--- src/sv/ledmc_pkg.sv ---
package ledmc_pkg;

	// payload widths
	localparam int ACT_W       = 2;
	localparam int BYTE_W      = 8;
	localparam int TC_W        = 15;
	localparam int PINS_W      = 6;
	localparam int MODE_W      = 4;
	localparam int LEVEL_W     = 15;
	localparam int FADE_STEP_W = 10;
	localparam int CYC_STEP_W  = 11;
	localparam int CFG_IDX_W   = 1;
	localparam int CFG_DATA_W  = 11;

	localparam int CMD_LEN_DEF = 8;

	// item kinds
	localparam logic [ACT_W-1:0] ACT_BYTE    = 2'd0;
	localparam logic [ACT_W-1:0] ACT_TICK    = 2'd1;
	localparam logic [ACT_W-1:0] ACT_REFRESH = 2'd2;

	// register indexes
	localparam logic [CFG_IDX_W-1:0] REG_FADE_STEP  = 1'd0;
	localparam logic [CFG_IDX_W-1:0] REG_CYCLE_STEP = 1'd1;

	localparam logic [FADE_STEP_W-1:0] FADE_STEP_RST  = 10'd200;
	localparam logic [CYC_STEP_W-1:0]  CYCLE_STEP_RST = 11'd250;

	// display modes
	localparam logic [MODE_W-1:0] MODE_OFF             = 4'd0;
	localparam logic [MODE_W-1:0] MODE_RED_BREATH      = 4'd1;
	localparam logic [MODE_W-1:0] MODE_RED             = 4'd2;
	localparam logic [MODE_W-1:0] MODE_YELLOW          = 4'd3;
	localparam logic [MODE_W-1:0] MODE_LIGHT_BLUE      = 4'd4;
	localparam logic [MODE_W-1:0] MODE_GREEN_BREATH    = 4'd5;
	localparam logic [MODE_W-1:0] MODE_GREEN           = 4'd6;
	localparam logic [MODE_W-1:0] MODE_CYCLE           = 4'd7;
	localparam logic [MODE_W-1:0] MODE_CUSTOM          = 4'd8;
	localparam logic [MODE_W-1:0] MODE_RED_BREATH_ALT  = 4'd9;
	localparam logic [MODE_W-1:0] MODE_MAX             = 4'd9;

	// pin patterns
	localparam logic [PINS_W-1:0] PINS_OFF    = 6'h00;
	localparam logic [PINS_W-1:0] PINS_RED    = 6'h03;
	localparam logic [PINS_W-1:0] PINS_GREEN  = 6'h0C;
	localparam logic [PINS_W-1:0] PINS_YELLOW = 6'h0F;
	localparam logic [PINS_W-1:0] PINS_ALL    = 6'h3F;
	localparam logic [PINS_W-1:0] PINS_PURPLE = 6'h33;

	// fade and cycle limits
	localparam logic [LEVEL_W-1:0] FADE_SAT     = 15'd32767;
	localparam logic [LEVEL_W-1:0] FADE_TOP     = 15'd19990;
	localparam logic [LEVEL_W-1:0] FADE_BOTTOM  = 15'd1000;
	localparam logic [LEVEL_W-1:0] CYC_LIMIT    = 15'd20000;
	localparam int                 CYC_PERIOD   = 2000;
	localparam int                 CYC_SEGS     = 10;

	// characters and words
	localparam logic [BYTE_W-1:0] CH_X = 8'h78;
	localparam logic [BYTE_W-1:0] CH_Z = 8'h7A;
	localparam logic [BYTE_W-1:0] CH_C = 8'h63;
	localparam logic [BYTE_W-1:0] CH_U = 8'h75;
	localparam logic [BYTE_W-1:0] CH_0 = 8'h30;
	localparam logic [BYTE_W-1:0] CH_1 = 8'h31;
	localparam logic [BYTE_W-1:0] CH_7 = 8'h37;
	localparam logic [BYTE_W-1:0] CH_9 = 8'h39;

	localparam logic [63:0] WORD_FWD  = "forwards";
	localparam logic [63:0] WORD_BWD  = "backward";
	localparam logic [47:0] WORD_MODE = "mode00";

	// decoded command, valid in the cycle of the 'z' beat
	typedef struct packed {
		logic              fwd;
		logic              bwd;
		logic              set_mode;
		logic [MODE_W-1:0] mode_val;
		logic              clr_cycle;
		logic              set_custom;
		logic [PINS_W-1:0] pattern;
	} cmd_t;

	function automatic logic [MODE_W-1:0] mode_step(input logic [MODE_W-1:0] m,
		input logic up);
		if (up) begin
			return (m >= MODE_MAX) ? MODE_OFF : m + 4'd1;
		end
		return (m == MODE_OFF || m > MODE_MAX) ? MODE_MAX : m - 4'd1;
	endfunction

	// colour cycle: red, all, all, yellow, purple, twice over
	function automatic logic [PINS_W-1:0] cycle_seg(input logic [3:0] seg);
		case (seg)
			4'd0, 4'd5: return PINS_RED;
			4'd1, 4'd2, 4'd6, 4'd7: return PINS_ALL;
			4'd3, 4'd8: return PINS_YELLOW;
			4'd4, 4'd9: return PINS_PURPLE;
			default: return PINS_OFF;
		endcase
	endfunction

endpackage

--- src/sv/ledmc_if.sv ---
interface ledmc_req_if;
	logic                             valid;
	logic                             ready;
	logic [ledmc_pkg::ACT_W-1:0]      action;
	logic [ledmc_pkg::BYTE_W-1:0]     rx_byte;
	logic [ledmc_pkg::TC_W-1:0]       timer_count;
	logic                             button_left;
	logic                             button_right;

	modport source (output valid, action, rx_byte, timer_count, button_left, button_right,
		input ready);
	modport sink (input valid, action, rx_byte, timer_count, button_left, button_right,
		output ready);
endinterface

interface ledmc_rsp_if;
	logic                             valid;
	logic                             ready;
	logic [ledmc_pkg::PINS_W-1:0]     led_pins;
	logic [ledmc_pkg::MODE_W-1:0]     current_mode;

	modport source (output valid, led_pins, current_mode, input ready);
	modport sink (input valid, led_pins, current_mode, output ready);
endinterface

interface ledmc_cfg_if;
	logic                             valid;
	logic                             ready;
	logic [ledmc_pkg::CFG_IDX_W-1:0]  index;
	logic [ledmc_pkg::CFG_DATA_W-1:0] data;

	modport source (output valid, index, data, input ready);
	modport sink (input valid, index, data, output ready);
endinterface

--- src/sv/ledmc_cmd.sv ---
module ledmc_cmd #(
	parameter int CMD_LEN = ledmc_pkg::CMD_LEN_DEF
) (
	input  logic                         clk,
	input  logic                         arst_n,
	input  logic                         byte_en,
	input  logic [ledmc_pkg::BYTE_W-1:0] rx_byte,
	output ledmc_pkg::cmd_t              cmd
);
	localparam int IDX_W = $clog2(CMD_LEN + 1);
	localparam int AW    = $clog2(CMD_LEN);
	localparam logic [IDX_W-1:0] LEN_I = IDX_W'(CMD_LEN);

	logic [ledmc_pkg::BYTE_W-1:0] buf_q [CMD_LEN];
	logic [IDX_W-1:0]             idx_q;

	logic               is_exec;
	logic [CMD_LEN-1:0] nonterm;
	logic [CMD_LEN-1:0] prefix;
	logic               len8;
	logic               fwd_hit;
	logic               bwd_hit;
	logic               mode_hit;
	logic               cu_hit;
	logic [ledmc_pkg::BYTE_W-1:0] digit;

	assign is_exec = byte_en && (rx_byte == ledmc_pkg::CH_Z);

	always_ff @(posedge clk or negedge arst_n) begin
		if (!arst_n) begin
			for (int k = 0; k < CMD_LEN; k++) buf_q[k] <= '0;
			idx_q <= '0;
		end else if (is_exec) begin
			for (int k = 0; k < CMD_LEN; k++) buf_q[k] <= '0;
			idx_q <= '0;
		end else if (byte_en) begin
			if (idx_q < LEN_I) begin
				buf_q[idx_q[AW-1:0]] <= rx_byte;
			end
			if (rx_byte == ledmc_pkg::CH_X) begin
				idx_q <= '0;
			end else if (idx_q < LEN_I) begin
				idx_q <= idx_q + 1'b1;
			end
		end
	end

	// text runs up to the first zero or 'z'
	always_comb begin
		for (int k = 0; k < CMD_LEN; k++) begin
			nonterm[k] = (buf_q[k] != '0) && (buf_q[k] != ledmc_pkg::CH_Z);
		end
		prefix[0] = nonterm[0];
		for (int k = 1; k < CMD_LEN; k++) begin
			prefix[k] = prefix[k-1] & nonterm[k];
		end
	end

	generate
		if (CMD_LEN > 8) begin : g_long
			assign len8 = prefix[7] && !nonterm[8];
		end else begin : g_exact
			assign len8 = prefix[7];
		end
	endgenerate

	always_comb begin
		fwd_hit = 1'b1;
		bwd_hit = 1'b1;
		mode_hit = 1'b1;
		for (int k = 0; k < 8; k++) begin
			fwd_hit &= (buf_q[k] == ledmc_pkg::WORD_FWD[8*(7-k) +: 8]);
			bwd_hit &= (buf_q[k] == ledmc_pkg::WORD_BWD[8*(7-k) +: 8]);
		end
		for (int k = 0; k < 6; k++) begin
			mode_hit &= (buf_q[k] == ledmc_pkg::WORD_MODE[8*(5-k) +: 8]);
		end
		mode_hit &= ((buf_q[6] == ledmc_pkg::CH_0) && (buf_q[7] >= ledmc_pkg::CH_0)
			&& (buf_q[7] <= ledmc_pkg::CH_9))
			|| ((buf_q[6] == ledmc_pkg::CH_1) && (buf_q[7] == ledmc_pkg::CH_0));
		cu_hit = (buf_q[0] == ledmc_pkg::CH_C) && (buf_q[1] == ledmc_pkg::CH_U);
		digit = buf_q[7] - ledmc_pkg::CH_0;

		cmd.fwd = is_exec && len8 && fwd_hit;
		cmd.bwd = is_exec && len8 && bwd_hit;
		cmd.set_mode = is_exec && len8 && mode_hit;
		// "mode0010" wraps to off
		cmd.mode_val = (buf_q[6] == ledmc_pkg::CH_1) ? ledmc_pkg::MODE_OFF : digit[3:0];
		cmd.clr_cycle = (buf_q[6] == ledmc_pkg::CH_0) && (buf_q[7] == ledmc_pkg::CH_7);
		cmd.set_custom = is_exec && cu_hit;
		for (int i = 0; i < ledmc_pkg::PINS_W; i++) begin
			cmd.pattern[i] = (buf_q[2+i] == ledmc_pkg::CH_1) && prefix[2+i];
		end
	end

endmodule

--- src/sv/ledmc_render.sv ---
module ledmc_render (
	input  logic [ledmc_pkg::MODE_W-1:0]  mode,
	input  logic [ledmc_pkg::TC_W-1:0]    timer_count,
	input  logic [ledmc_pkg::LEVEL_W-1:0] fade_level,
	input  logic [ledmc_pkg::LEVEL_W-1:0] cycle_time,
	input  logic [ledmc_pkg::PINS_W-1:0]  custom_pattern,
	output logic [ledmc_pkg::PINS_W-1:0]  pins
);
	logic                          breath_on;
	logic [3:0]                    seg;
	logic                          seg_edge;
	logic [ledmc_pkg::PINS_W-1:0]  cyc_pins;

	assign breath_on = timer_count > fade_level;

	// segment number by threshold compares, dark on every boundary
	always_comb begin
		seg = '0;
		seg_edge = (cycle_time == '0) || (cycle_time >= ledmc_pkg::CYC_LIMIT);
		for (int k = 1; k < ledmc_pkg::CYC_SEGS; k++) begin
			if (cycle_time >= ledmc_pkg::LEVEL_W'(k * ledmc_pkg::CYC_PERIOD)) begin
				seg = 4'(k);
			end
			if (cycle_time == ledmc_pkg::LEVEL_W'(k * ledmc_pkg::CYC_PERIOD)) begin
				seg_edge = 1'b1;
			end
		end
		cyc_pins = seg_edge ? ledmc_pkg::PINS_OFF : ledmc_pkg::cycle_seg(seg);
	end

	always_comb begin
		unique case (mode) inside
			ledmc_pkg::MODE_RED_BREATH, ledmc_pkg::MODE_RED_BREATH_ALT:
				pins = breath_on ? ledmc_pkg::PINS_RED : ledmc_pkg::PINS_OFF;
			ledmc_pkg::MODE_RED:          pins = ledmc_pkg::PINS_RED;
			ledmc_pkg::MODE_YELLOW:       pins = ledmc_pkg::PINS_YELLOW;
			ledmc_pkg::MODE_LIGHT_BLUE:   pins = ledmc_pkg::PINS_ALL;
			ledmc_pkg::MODE_GREEN_BREATH:
				pins = breath_on ? ledmc_pkg::PINS_GREEN : ledmc_pkg::PINS_OFF;
			ledmc_pkg::MODE_GREEN:        pins = ledmc_pkg::PINS_GREEN;
			ledmc_pkg::MODE_CYCLE:        pins = cyc_pins;
			ledmc_pkg::MODE_CUSTOM:       pins = custom_pattern;
			default:                      pins = ledmc_pkg::PINS_OFF;
		endcase
	end

endmodule

--- src/sv/led_mode_controller_with_serial_commands_core.sv ---
// a request beat is held in the input register, then in the state and result registers
//   that carry its result beat
// throughput: one item per cycle unless results stall; the input register refills in
//   the cycle the result register drains, so a stall holds at most two items in flight
// reset (arst_n low): mode off, pins off, fade level 0 rising, cycle time 0, command buffer
//   and index cleared, fade_step 200, cycle_step 250
module led_mode_controller_with_serial_commands_core #(
	parameter int CMD_LEN = ledmc_pkg::CMD_LEN_DEF
) (
	input  logic         clk,
	input  logic         arst_n,
	ledmc_req_if.sink    req,
	ledmc_rsp_if.source  rsp,
	ledmc_cfg_if.sink    cfg
);
	// input stage
	logic                            valid_s1;
	logic [ledmc_pkg::ACT_W-1:0]     act_s1;
	logic [ledmc_pkg::BYTE_W-1:0]    rx_s1;
	logic [ledmc_pkg::TC_W-1:0]      tc_s1;
	logic                            bl_s1;
	logic                            br_s1;

	// block state; pin and mode registers double as the result payload
	logic [ledmc_pkg::MODE_W-1:0]    mode_q;
	logic [ledmc_pkg::PINS_W-1:0]    pins_q;
	logic [ledmc_pkg::PINS_W-1:0]    custom_q;
	logic [ledmc_pkg::LEVEL_W-1:0]   fade_q;
	logic                            rising_q;
	logic [ledmc_pkg::LEVEL_W-1:0]   cycle_q;
	logic                            hold_left_q;
	logic                            hold_right_q;
	logic                            out_valid_q;

	// configuration
	logic [ledmc_pkg::FADE_STEP_W-1:0] fade_step_q;
	logic [ledmc_pkg::CYC_STEP_W-1:0]  cycle_step_q;

	logic                            adv;
	ledmc_pkg::cmd_t                 cmd;
	logic [ledmc_pkg::MODE_W-1:0]    mode_left;
	logic [ledmc_pkg::MODE_W-1:0]    mode_btn;
	logic [ledmc_pkg::PINS_W-1:0]    render_pins;
	logic [ledmc_pkg::LEVEL_W-1:0]   cyc_base;
	logic [ledmc_pkg::LEVEL_W:0]     cyc_sum;
	logic [ledmc_pkg::LEVEL_W-1:0]   cyc_next;
	logic [ledmc_pkg::LEVEL_W:0]     fade_sum;
	logic [ledmc_pkg::LEVEL_W-1:0]   fade_step_w;
	logic [ledmc_pkg::LEVEL_W-1:0]   fade_next;
	logic                            rising_next;

	// the item in the input stage commits when the result register is free or drains now
	assign adv       = valid_s1 && (!out_valid_q || rsp.ready);
	assign req.ready = !valid_s1 || adv;
	assign cfg.ready = 1'b1;

	assign rsp.valid        = out_valid_q;
	assign rsp.led_pins     = pins_q;
	assign rsp.current_mode = mode_q;

	always_ff @(posedge clk or negedge arst_n) begin
		if (!arst_n) begin
			valid_s1 <= 1'b0;
		end else if (req.ready) begin
			valid_s1 <= req.valid;
		end
	end

	always_ff @(posedge clk) begin
		if (req.valid && req.ready) begin
			act_s1 <= req.action;
			rx_s1  <= req.rx_byte;
			tc_s1  <= req.timer_count;
			bl_s1  <= req.button_left;
			br_s1  <= req.button_right;
		end
	end

	// serial command buffer and decoder
	ledmc_cmd #(
		.CMD_LEN (CMD_LEN)
	) u_cmd (
		.clk     (clk),
		.arst_n  (arst_n),
		.byte_en (adv && (act_s1 == ledmc_pkg::ACT_BYTE)),
		.rx_byte (rx_s1),
		.cmd     (cmd)
	);

	// buttons: left steps down first, then right steps up; the pins are drawn for the
	// mode after both, which matches drawing before and redrawing after a step
	always_comb begin
		mode_left = (bl_s1 && !hold_left_q) ? ledmc_pkg::mode_step(mode_q, 1'b0) : mode_q;
		mode_btn  = (br_s1 && !hold_right_q) ? ledmc_pkg::mode_step(mode_left, 1'b1)
			: mode_left;
	end

	ledmc_render u_render (
		.mode           (mode_btn),
		.timer_count    (tc_s1),
		.fade_level     (fade_q),
		.cycle_time     (cycle_q),
		.custom_pattern (custom_q),
		.pins           (render_pins)
	);

	// period tick: cycle time restarts at its limit and saturates there,
	// fade level moves as a triangle between the turn points
	always_comb begin
		cyc_base = (cycle_q == ledmc_pkg::CYC_LIMIT) ? '0 : cycle_q;
		cyc_sum  = {1'b0, cyc_base} + (ledmc_pkg::LEVEL_W + 1)'(cycle_step_q);
		cyc_next = (cyc_sum > {1'b0, ledmc_pkg::CYC_LIMIT}) ? ledmc_pkg::CYC_LIMIT
			: cyc_sum[ledmc_pkg::LEVEL_W-1:0];

		fade_step_w = ledmc_pkg::LEVEL_W'(fade_step_q);
		fade_sum    = {1'b0, fade_q} + {1'b0, fade_step_w};
		if (rising_q) begin
			fade_next = fade_sum[ledmc_pkg::LEVEL_W] ? ledmc_pkg::FADE_SAT
				: fade_sum[ledmc_pkg::LEVEL_W-1:0];
		end else begin
			fade_next = (fade_q < fade_step_w) ? '0 : fade_q - fade_step_w;
		end
		rising_next = rising_q;
		if (fade_next > ledmc_pkg::FADE_TOP) rising_next = 1'b0;
		if (fade_next < ledmc_pkg::FADE_BOTTOM) rising_next = 1'b1;
	end

	always_ff @(posedge clk or negedge arst_n) begin
		if (!arst_n) begin
			mode_q       <= ledmc_pkg::MODE_OFF;
			pins_q       <= ledmc_pkg::PINS_OFF;
			custom_q     <= '0;
			fade_q       <= '0;
			rising_q     <= 1'b1;
			cycle_q      <= '0;
			hold_left_q  <= 1'b0;
			hold_right_q <= 1'b0;
			out_valid_q  <= 1'b0;
		end else begin
			// a committed item loads the result, a taken beat frees it
			out_valid_q <= adv || (out_valid_q && !rsp.ready);
			if (adv) begin
				unique case (act_s1)
					ledmc_pkg::ACT_BYTE: begin
						if (cmd.fwd) mode_q <= ledmc_pkg::mode_step(mode_q, 1'b1);
						if (cmd.bwd) mode_q <= ledmc_pkg::mode_step(mode_q, 1'b0);
						if (cmd.set_mode) begin
							mode_q <= cmd.mode_val;
							if (cmd.clr_cycle) cycle_q <= '0;
						end
						if (cmd.set_custom) begin
							mode_q   <= ledmc_pkg::MODE_CUSTOM;
							custom_q <= cmd.pattern;
						end
					end
					ledmc_pkg::ACT_TICK: begin
						cycle_q  <= cyc_next;
						fade_q   <= fade_next;
						rising_q <= rising_next;
					end
					ledmc_pkg::ACT_REFRESH: begin
						mode_q       <= mode_btn;
						pins_q       <= render_pins;
						// a held level keeps its hold, a released one clears it
						hold_left_q  <= bl_s1;
						hold_right_q <= br_s1;
					end
					default: begin
					end
				endcase
			end
		end
	end

	always_ff @(posedge clk or negedge arst_n) begin
		if (!arst_n) begin
			fade_step_q  <= ledmc_pkg::FADE_STEP_RST;
			cycle_step_q <= ledmc_pkg::CYCLE_STEP_RST;
		end else if (cfg.valid) begin
			unique case (cfg.index)
				ledmc_pkg::REG_FADE_STEP:  fade_step_q  <= cfg.data[ledmc_pkg::FADE_STEP_W-1:0];
				ledmc_pkg::REG_CYCLE_STEP: cycle_step_q <= cfg.data;
				default: begin
				end
			endcase
		end
	end

	a_mode_range: assert property (@(posedge clk) disable iff (!arst_n)
		mode_q <= ledmc_pkg::MODE_MAX)
		else $error("display mode out of range");

	a_cycle_range: assert property (@(posedge clk) disable iff (!arst_n)
		cycle_q <= ledmc_pkg::CYC_LIMIT)
		else $error("cycle time above limit");

	a_stall_full: assert property (@(posedge clk) disable iff (!arst_n)
		!req.ready |-> (valid_s1 && out_valid_q && !rsp.ready))
		else $error("input held off without a stalled result");

	a_hold_track: assert property (@(posedge clk) disable iff (!arst_n)
		(adv && act_s1 == ledmc_pkg::ACT_REFRESH) |=>
		(hold_left_q == $past(bl_s1) && hold_right_q == $past(br_s1)))
		else $error("button hold does not follow refresh level");

endmodule

--- src/flat_wrapper.sv ---
// flat-port wrapper written by rule: the top's interface ports become plain ports
module led_mode_controller_with_serial_commands_core_flat 
#(
	parameter int CMD_LEN = ledmc_pkg::CMD_LEN_DEF
)
  (clk, arst_n, req_valid, req_action, req_rx_byte, req_timer_count, req_button_left, req_button_right, req_ready, rsp_valid, rsp_led_pins, rsp_current_mode, rsp_ready, cfg_valid, cfg_index, cfg_data, cfg_ready);
  ledmc_req_if req_i ();
  ledmc_rsp_if rsp_i ();
  ledmc_cfg_if cfg_i ();
  input  logic clk;
  input  logic arst_n;
  input wire logic [$bits(req_i.valid)-1:0] req_valid;
  input wire logic [$bits(req_i.action)-1:0] req_action;
  input wire logic [$bits(req_i.rx_byte)-1:0] req_rx_byte;
  input wire logic [$bits(req_i.timer_count)-1:0] req_timer_count;
  input wire logic [$bits(req_i.button_left)-1:0] req_button_left;
  input wire logic [$bits(req_i.button_right)-1:0] req_button_right;
  output wire logic [$bits(req_i.ready)-1:0] req_ready;
  output wire logic [$bits(rsp_i.valid)-1:0] rsp_valid;
  output wire logic [$bits(rsp_i.led_pins)-1:0] rsp_led_pins;
  output wire logic [$bits(rsp_i.current_mode)-1:0] rsp_current_mode;
  input wire logic [$bits(rsp_i.ready)-1:0] rsp_ready;
  input wire logic [$bits(cfg_i.valid)-1:0] cfg_valid;
  input wire logic [$bits(cfg_i.index)-1:0] cfg_index;
  input wire logic [$bits(cfg_i.data)-1:0] cfg_data;
  output wire logic [$bits(cfg_i.ready)-1:0] cfg_ready;
  assign req_i.valid = req_valid;
  assign req_i.action = req_action;
  assign req_i.rx_byte = req_rx_byte;
  assign req_i.timer_count = req_timer_count;
  assign req_i.button_left = req_button_left;
  assign req_i.button_right = req_button_right;
  assign req_ready = req_i.ready;
  assign rsp_valid = rsp_i.valid;
  assign rsp_led_pins = rsp_i.led_pins;
  assign rsp_current_mode = rsp_i.current_mode;
  assign rsp_i.ready = rsp_ready;
  assign cfg_i.valid = cfg_valid;
  assign cfg_i.index = cfg_index;
  assign cfg_i.data = cfg_data;
  assign cfg_ready = cfg_i.ready;
  led_mode_controller_with_serial_commands_core #(.CMD_LEN(CMD_LEN)) u_core (.clk(clk), .arst_n(arst_n), .req(req_i), .rsp(rsp_i), .cfg(cfg_i));
endmodule
--- config.mk ---
export PLATFORM = sky130hd
export DESIGN_NAME = led_mode_controller_with_serial_commands_core_flat
export DESIGN_NICKNAME = d
export VERILOG_FILES = /design/src/sv/ledmc_pkg.sv /design/src/sv/ledmc_if.sv /design/src/sv/ledmc_cmd.sv /design/src/sv/ledmc_render.sv /design/src/sv/led_mode_controller_with_serial_commands_core.sv /design/src/flat_wrapper.sv
export SDC_FILE = /design/constraint.sdc
export NUM_CORES = 1
export LEC_CHECK = 0
export ABC_AREA = 0
export ABC_CLOCK_PERIOD_IN_PS = 8250
export BUFFER_PORTS_ARGS = -buffer_cell sky130_fd_sc_hd__buf_2
export CAP_MARGIN = 30
export CORE_MARGIN = 4
export CORE_UTILIZATION = 30
export CTS_BUF_LIST = sky130_fd_sc_hd__clkbuf_16
export DETAILED_ROUTE_END_ITERATION = 10
export SLEW_MARGIN = 20
export SYNTH_ARGS = -nofsm -noshare
export SYNTH_HDL_FRONTEND = slang
export SYNTH_SLANG_ARGS = --single-unit
--- constraint.sdc ---
create_clock -name clk -period 8.25 [get_ports clk]
set_input_delay 1.2375 -clock clk [delete_from_list [all_inputs] [get_ports clk]]
set_output_delay 1.2375 -clock clk [all_outputs]
set_load 0.02 [all_outputs]
==> metrics.md, run 1 <==
| Metric | Value |
|---|---|
| Die Wd | `201 um` |
| # setup viols final | `0` |
| DRC viols | `0` |
| EDFF count, synth | `27` |
| TritonRoute pass-1 iters | `6` |
| CORE AREA | `0.0367 sq mm` |
| Max-slew violations | `0` |
| Antenna Nets Post-Route | `0` |
| Routed via count | `9558` |
| First-pass GRT wire length | `51800 um` |
| WL/cell | `18.1 um` |
| Mapped Cells | `1256` |
| GR Overflow Total | `0` |
| Worst r2r src | `u_core.cycle_q[1]` |
| Die Area | `0.0405 sq mm` |
| Hold Buf Count CTS | `0` |
| Fin Setup TNS | `0 ps` |
| Detailed Place HPWL | `23400 um` |
| Min-delay src | `u_core.hold_left_q` |
| Rows | `70` |
| Initial antenna violation count | `0` |
| Worst vdd ir | `0.000195 V` |
| Crit path launch type | `flip-flop` |
| Final Skew | `13.3 ps` |
| Port Buf Inserts | `55` |
| Commonest non-fill, non-tap cell in the layout | `dfrtp_1` |
| Hold Path Depth | `1` |
| Total Wirelength | `31700 um` |
| Synth top area share | `29.0%` |
| Vias per cell | `5.46` |
| Max Cap Viol | `0` |
| GRT Util Overall | `15.7%` |
| Fill count | `3820` |
| CTS Buf Count | `17` |
| CTS Sinks | `167` |
| Main flop type after synthesis | `dfrtp_1` |
| Endpoints failing hold | `0` |
| Fmax | `230 MHz` |
| Fin nets | `1372` |
| Lkg Pwr | `5.43 nW` |
| Setup CP Type | `flip-flop to flip-flop` |
| CTS root buf | `clkbuf_16` |
| Share of cells above drive strength 1 | `12.6%` |
| Vias in the first global route | `9354` |
| CTS tree | `yes` |
| Area leader, netlist | `dfrtp_1` |
| Mapped Nets | `1360` |
| Synth top area cells | `dfrtp_1 29%, edfxtp_1 7.2%, ha_1 6.4%` |
| Most frequent cells in the layout | `130 x dfrtp_1, 120 x nor2_1, 119 x nand2_1, 108 x o21ai_0` |
| Crit Path Max Fanout | `6` |
| Ys Warns | `0` |
| HP Class | `flip-flop to flip-flop` |
| Crit. End Element | `flip-flop` |
| Cell Area, Synth | `0.0112 sq mm` |
| Synthesis-stage register bit count | `167` |
| Worst reg2reg endpoint | `u_core.cycle_q[12]` |
| Layout area overhead | `10.3%` |
| Outcome | `complete, no violations` |
| Starting DRC count in detailed routing | `886` |
| Worst slew pin tran | `935 ps` |
| Routability cong. | `0.914` |
| Worst hold endpoint | `u_core.hold_left_q` |
| Initial core utilization | `30.6%` |
| Min cycle time layout | `4350 ps` |
| IO Pins | `57` |
| R2R Setup Slk | `3900 ps` |
| Clock Latency Late Sink | `450 ps` |
| Post-synthesis sequential area ratio | `38.6%` |
| Post-CTS Setup Repair Bufs | `0` |
| Die height | `201 um` |
| Worst Path Required | `8610 ps` |
| Ys async rst share | `83.8%` |
| Placed Cells | `1716` |
| Syn avg cell area | `8.93 sq um` |
| Post-cts gate resize count | `0` |
| Unique cell type count in the Yosys netlist | `102` |
| CTS max path bufs | `2` |
| Finished Layout Cells | `1750` |
| Worst Reg-to-Reg Cells | `14` |
| Normalized max-slew margin | `37.1%` |
| Htree depth | `4` |
| Tcrit/Tclk final | `52.7%` |
| PwrDens | `334 mW/mm^2` |
| Reg clk slew, reported paths | `70 ps` |
| Largest net degree at the start of global routing | `73` |
| Unrepaired setup endpoints after global routing | `false` |
| Critical Path AT | `4710 ps` |
-- through the flow --
| step | hold WS, ps | setup WS, ps | cell area, sq um | total power [W] | utilization, % |
|---|---|---|---|---|---|
| finish | 497 | 3900 | 12400 | 0.00414 | 33.7 |
| global route | 505 | 3540 | 12400 | 0.00449 | 33.7 |
| CTS | 501 | 3900 | 12300 | 0.00414 | 33.6 |
| detailed placement | 486 | 3710 | 11800 | 0.00334 | 32.1 |
| global placement | 479 | 3810 | 11800 | 0.00331 | 32.0 |
| floorplan | 440 | 4400 | 11200 | 0.00284 | - |
-- power by group --
part | total, W | internal (W) | switching (W)
clock network | 0.000775 | 0.000398 | 0.000378
registers | 0.00146 | 0.00108 | 0.000375
logic | 0.00190 | 0.000782 | 0.00112
-- layer usage --
layer / vias to the layer above / wire (um) / GRT usage [%] / share of wire, %
li1: 4625 / - / - / -
met1: 4604 / 14900 / 22.4 / 47
met2: 288 / 14600 / 24.6 / 46
met3: 41 / 1630 / 2.72 / 5.2
met4: 0 / 537 / 4.20 / 1.7
met5: - / 0 / 0 / 0
-- flip-flops by register name (all words and copies together), names as in the netlist, 8 cells and up --
register and cells:
u_core.cycle_step_q 11, u_core.fade_q 15, u_core.fade_step_q 10, u_core.cycle_q 15, u_core.rx_s1 8, u_core.tc_s1 15, u_core.u_cmd.buf_q 64
-- critical path, stage by stage, from the launching register on --
cell     delay (ps)
dfrtp_1         400
or4_4           600
nor2_1          150
nand4_1         180
and2_1          250
ha_1            320
and2b_2         230
or4_4           500
a21oi_2         290
a211o_2         190
a31oi_2         150
o32a_1          440
a21oi_4         210
o21ai_0         120
a31oi_1         200
-- how the worst max path moves through the flow --
stage,from,endpoint,slack [ps],depth (start not counted)
after floorplan,u_core.cycle_q[1],u_core.cycle_q[13],4400,15
after global placement,rsp_ready,u_core.custom_q[3],3810,10
after detailed placement,rsp_ready,u_core.custom_q[3],3710,10
after CTS,u_core.cycle_q[1],u_core.cycle_q[12],3900,15
after global routing,u_core.cycle_q[1],u_core.cycle_q[12],3540,14
final,u_core.cycle_q[1],u_core.cycle_q[12],3900,14
-- kinds of logic (layout without fill, tap and decap cells) --
logic type / Yosys count / in the layout / share of synthesized area, %
buffers and inverters: 128 / 153 / 5.09
multiplexers: 64 / 64 / 5.94
other: 1 / 2 / 0.0334
adder cells (fa/ha/maj): 60 / 60 / 6.90
flip-flops: 167 / 167 / 38.6
XOR/XNOR: 11 / 11 / 0.859
AND/OR/NAND/NOR: 501 / 501 / 23.3
AO/OA/AOI/OAI: 324 / 324 / 19.3
-- final cells by class --
type | count | area, sq um | share of cell area, %
diodes | 1 | 2.50 | 0.0202
clock buffers | 17 | 425 | 3.44
clock inverters | 15 | 136 | 1.10
inverters | 61 | 229 | 1.85
multi-input cells | 961 | 6320 | 51.1
flip-flops and latches | 167 | 4330 | 35.0
well taps | 468 | 586 | 4.73
repair buffers | 60 | 347 | 2.80
-- cell usage after synthesis (10+ instances only) --
library cell	count
o31ai_1	11
a21o_1	17
dfstp_2	10
or3_1	11
a31oi_1	12
edfxtp_1	27
a21oi_1	57
mux2_2	19
nand4_1	17
dfrtp_1	130
nor2b_1	13
mux2i_1	44
clkbuf_1	45
inv_1	57
and3_1	15
nand2b_1	19
ha_1	57
nor4_1	20
a211oi_1	13
nand3_1	52
o21ai_0	108
nand2_1	119
nor3_1	36
nor2_1	120
and2_1	14
Power figures use the tool's default switching activity.
==> inputs of run 2 (changes only) <==
--- a/config.mk
+++ b/config.mk
@@ -5,8 +5,8 @@
 export SDC_FILE = /design/constraint.sdc
 export NUM_CORES = 1
 export LEC_CHECK = 0
-export ABC_AREA = 0
-export ABC_CLOCK_PERIOD_IN_PS = 8250
+export ABC_AREA = 1
+export ABC_CLOCK_PERIOD_IN_PS = 4400
 export BUFFER_PORTS_ARGS = -buffer_cell sky130_fd_sc_hd__buf_2
 export CAP_MARGIN = 30
 export CORE_MARGIN = 4
==> constraint.sdc (replaced) <==
create_clock -name clk -period 4.4 [get_ports clk]
set_input_delay 0.66 -clock clk [delete_from_list [all_inputs] [get_ports clk]]
set_output_delay 0.66 -clock clk [all_outputs]
set_load 0.02 [all_outputs]
==> metrics.md, run 2 <==
| Metric | Value |
|---|---|
| Fin util | `33.7% (-0.051 points)` |
| Unrepaired setup endpoints after global routing | `false` |
| Max Cap Viol | `0 (unchanged)` |
| Total Wirelength | `36200 um (+14%)` |
| IO Pins | `57 (unchanged)` |
| Slowest stage cell, crit path | `dfrtp_1` |
| R2R Setup Slk | `870 ps (-3030 ps)` |
| GR Overflow Total | `0 (unchanged)` |
| CTS Sinks | `167 (unchanged)` |
| Initial core utilization | `30.4% (-0.16 points)` |
| Fmax | `283 MHz (+23%)` |
| Syn avg cell area | `7.05 sq um (-21%)` |
| Vias per cell | `5.03 (-7.9%)` |
| HP Class | `input port to asynchronous set/reset pin` |
| Starting DRC count in detailed routing | `1036 (+17%)` |
| CTS tree | `yes` |
| Post-CTS Setup Repair Bufs | `0 (unchanged)` |
| Share of cells above drive strength 1 | `10.4% (-2.2 points)` |
| Worst slew pin tran | `903 ps (-31.9 ps)` |
| CTS root buf | `clkbuf_16` |
| Detailed Place HPWL | `28100 um (+20%)` |
| Worst vdd ir | `0.000239 V (+22%)` |
| Critical path's most frequent cell | `nand2_1` |
| Port Buf Inserts | `55 (unchanged)` |
| Routed via count | `11500 (+21%)` |
| Synth top area share | `26.9% (-2.1 points)` |
| Commonest non-fill, non-tap cell in the layout | `nand2_1` |
| Clock Latency Late Sink | `450 ps (about the same)` |
| WL/cell | `15.8 um (-13%)` |
| Routability cong. | `0.943 (+3.1%)` |
| # diodes | `0 (-1)` |
| Top reg by flops | `u_core.u_cmd.buf_q` |
| Post-synthesis sequential area ratio | `35.8% (-2.8 points)` |
| DRC viols | `0 (unchanged)` |
| Worst Path Required | `4740 ps (-3870 ps)` |
| Synth top area cells | `dfrtp_1 27%, nand2_1 14%, inv_1 8.0%` |
| Largest net degree at the start of global routing | `82 (+12%)` |
| Initial antenna violation count | `0 (unchanged)` |
| Max-slew violations | `0 (unchanged)` |
| PwrDens | `570 mW/mm^2 (+70%)` |
| Main flop type after synthesis | `dfrtp_1` |
| Crit. End Element | `flip-flop` |
| Fin nets | `1858 (+35%)` |
| Mapped Nets | `1818 (+34%)` |
| Crit Path Max Fanout | `14 (+8)` |
| Worst Reg-to-Reg Cells | `18 (+4)` |
| Fin Setup TNS | `0 ps (unchanged)` |
| # setup viols final | `0 (unchanged)` |
| Tcrit/Tclk final | `80.3% (+28 points)` |
| Synthesis-stage register bit count | `167 (unchanged)` |
| Ys async rst share | `83.8% (unchanged)` |
| Post-synth top cells | `458 x nand2_1, 258 x inv_1, 171 x nor2_1` |
| Antenna Nets Post-Route | `0 (unchanged)` |
| Die Area | `0.0435 sq mm (+7.4%)` |
| Reg clk slew, reported paths | `70 ps (about the same)` |
| Die Wd | `209 um (+3.6%)` |
| Critical Path, Cell by Cell | `inv_2, nor2_4, nand2_4, nor4_4, nor2_1, ha_1, a21oi_1, o21ai_1, a21oi_1, xor2_1, nand2_1, or2_2, nand3_1, nand2_2, nand2_4, nand2_1, nand2_1, nand2_1` |
| Mapped Cells | `1714 (+36%)` |
| Crit path launch type | `flip-flop` |
| Ys Warns | `0 (unchanged)` |
| Outcome | `complete, no violations` |
| Lkg Pwr | `6.70 nW (+23%)` |
| Die height | `209 um (+3.6%)` |
| Most frequent cells in the layout | `458 x nand2_1, 260 x inv_1, 170 x nor2_1, 135 x nand3_1, 130 x dfrtp_1` |
| Cell Area, Synth | `0.0121 sq mm (+7.7%)` |
| Worst Setup SP | `u_core.cycle_q[11]` |
| Slowest stage delay, CP | `550 ps (-50 ps)` |
| Unique cell type count in the Yosys netlist | `62 (-39%)` |
| CTS Buf Count | `17 (unchanged)` |
| Endpoints failing hold | `0 (unchanged)` |
| Most frequent cell after synthesis | `nand2_1` |
| Worst r2r src | `u_core.cycle_q[11]` |
| GRT Util Overall | `16.5% (+0.84 points)` |
| Normalized max-slew margin | `39.7% (+2.6 points)` |
| Max FFs per register | `64 (unchanged)` |
| EDFF count, synth | `27 (unchanged)` |
| CTS max path bufs | `2 (unchanged)` |
| Min cycle time layout | `3530 ps (-819 ps)` |
| First-pass GRT wire length | `58300 um (+13%)` |
| Critical Path AT | `3870 ps (-840 ps)` |
| CORE AREA | `0.0397 sq mm (+8.3%)` |
| Vias in the first global route | `11000 (+18%)` |
| Final Skew | `7.82 ps (-5.48 ps)` |
| Htree depth | `4 (unchanged)` |
| Area leader, netlist | `dfrtp_1` |
| Setup CP Type | `flip-flop to flip-flop` |
| Post-cts gate resize count | `0 (unchanged)` |
| Worst reg2reg endpoint | `u_core.cycle_q[11]` |
| Layout area overhead | `10.7%` |
| Hold Buf Count CTS | `0 (unchanged)` |
| TritonRoute pass-1 iters | `6 (unchanged)` |
| Rows | `73 (+4.3%)` |
-- run 2: critical path: cells and delay by family (launching register included) --
kind | cells | cell delay [ps]
buffers and inverters | 1 | 110
adder cells (fa/ha/maj) | 1 | 360
XOR/XNOR | 1 | 200
AO/OA/AOI/OAI | 3 | 520
AND/OR/NAND/NOR | 12 | 1690
flip-flops | 1 | 550
-- run 2: worst max path at each step --
| stage | slack (ps) | endpoint | cells after the start |
|---|---|---|---|
| 2_1_floorplan | 1420 | u_core.cycle_q[2] | 20 |
| 3_5_place_dp | 910 | u_core.cycle_q[11] | 18 |
| 4_1_cts | 900 | u_core.cycle_q[11] | 18 |
| 3_3_place_gp | 990 | u_core.cycle_q[5] | 16 |
| 5_1_grt | 610 | u_core.cycle_q[9] | 19 |
| 6_report | 870 | u_core.cycle_q[11] | 18 |
-- run 2: logic make-up (layout without fill, tap and decap cells) --
kind of cell	count (synthesis)	in the layout	share of synthesized area [%]
xor gates and xnor gates	20	20	1.45
AOI/OAI and AO/OA	221	221	10.8
other	1	1	0.0311
adders and majority gates	60	60	6.40
and+or+nand+nor	933	933	35.1
DFF	167	167	35.8
muxes	1	1	0.0932
buffers and inverters	311	364	10.3
-- run 2: report_power, final --
| part | leakage (nW) | switching [W] | internal (W) |
|---|---|---|---|
| sequential | 1.80 | 0.000358 | 0.00182 |
| clock | 0.279 | 0.000661 | 0.000770 |
| combinational | 4.62 | 0.00271 | 0.00130 |
| total | 6.70 | 0.00373 | 0.00389 |
-- run 2: cell type report --
type | instances | area (sq um)
well taps | 525 | 657
flip-flops and latches | 167 | 4330
repair buffers | 60 | 319
inverters | 272 | 1020
clock buffers | 17 | 425
clock inverters | 15 | 111
fillers | 4308 | 26400
multi-input cells | 1236 | 6510
-- run 2: routing by layer --
layer	up-vias	share of wire [%]	GRT usage [%]	routed length, um
met4	0	2.0	4.97	709
met1	5414	47	22.9	16900
met3	57	6.0	3.24	2190
met5	-	0	0	0
li1	5674	-	-	-
met2	379	45	26.2	16500
-- run 2: through the flow --
stage | cell area (sq um) | hold slack, ps | setup WS (ps) | instances | total power (W)
after floorplan | 12100 | 364 | 1420 | 1714 | 0.00517
after global placement | 12800 | 471 | 989 | 2260 | 0.00614
after detailed placement | 12800 | 480 | 907 | 2260 | 0.00616
after CTS | 13400 | 276 | 902 | 2292 | 0.00764
after global routing | 13400 | 311 | 612 | 2292 | 0.00830
final | 13400 | 255 | 868 | 2292 | 0.00762
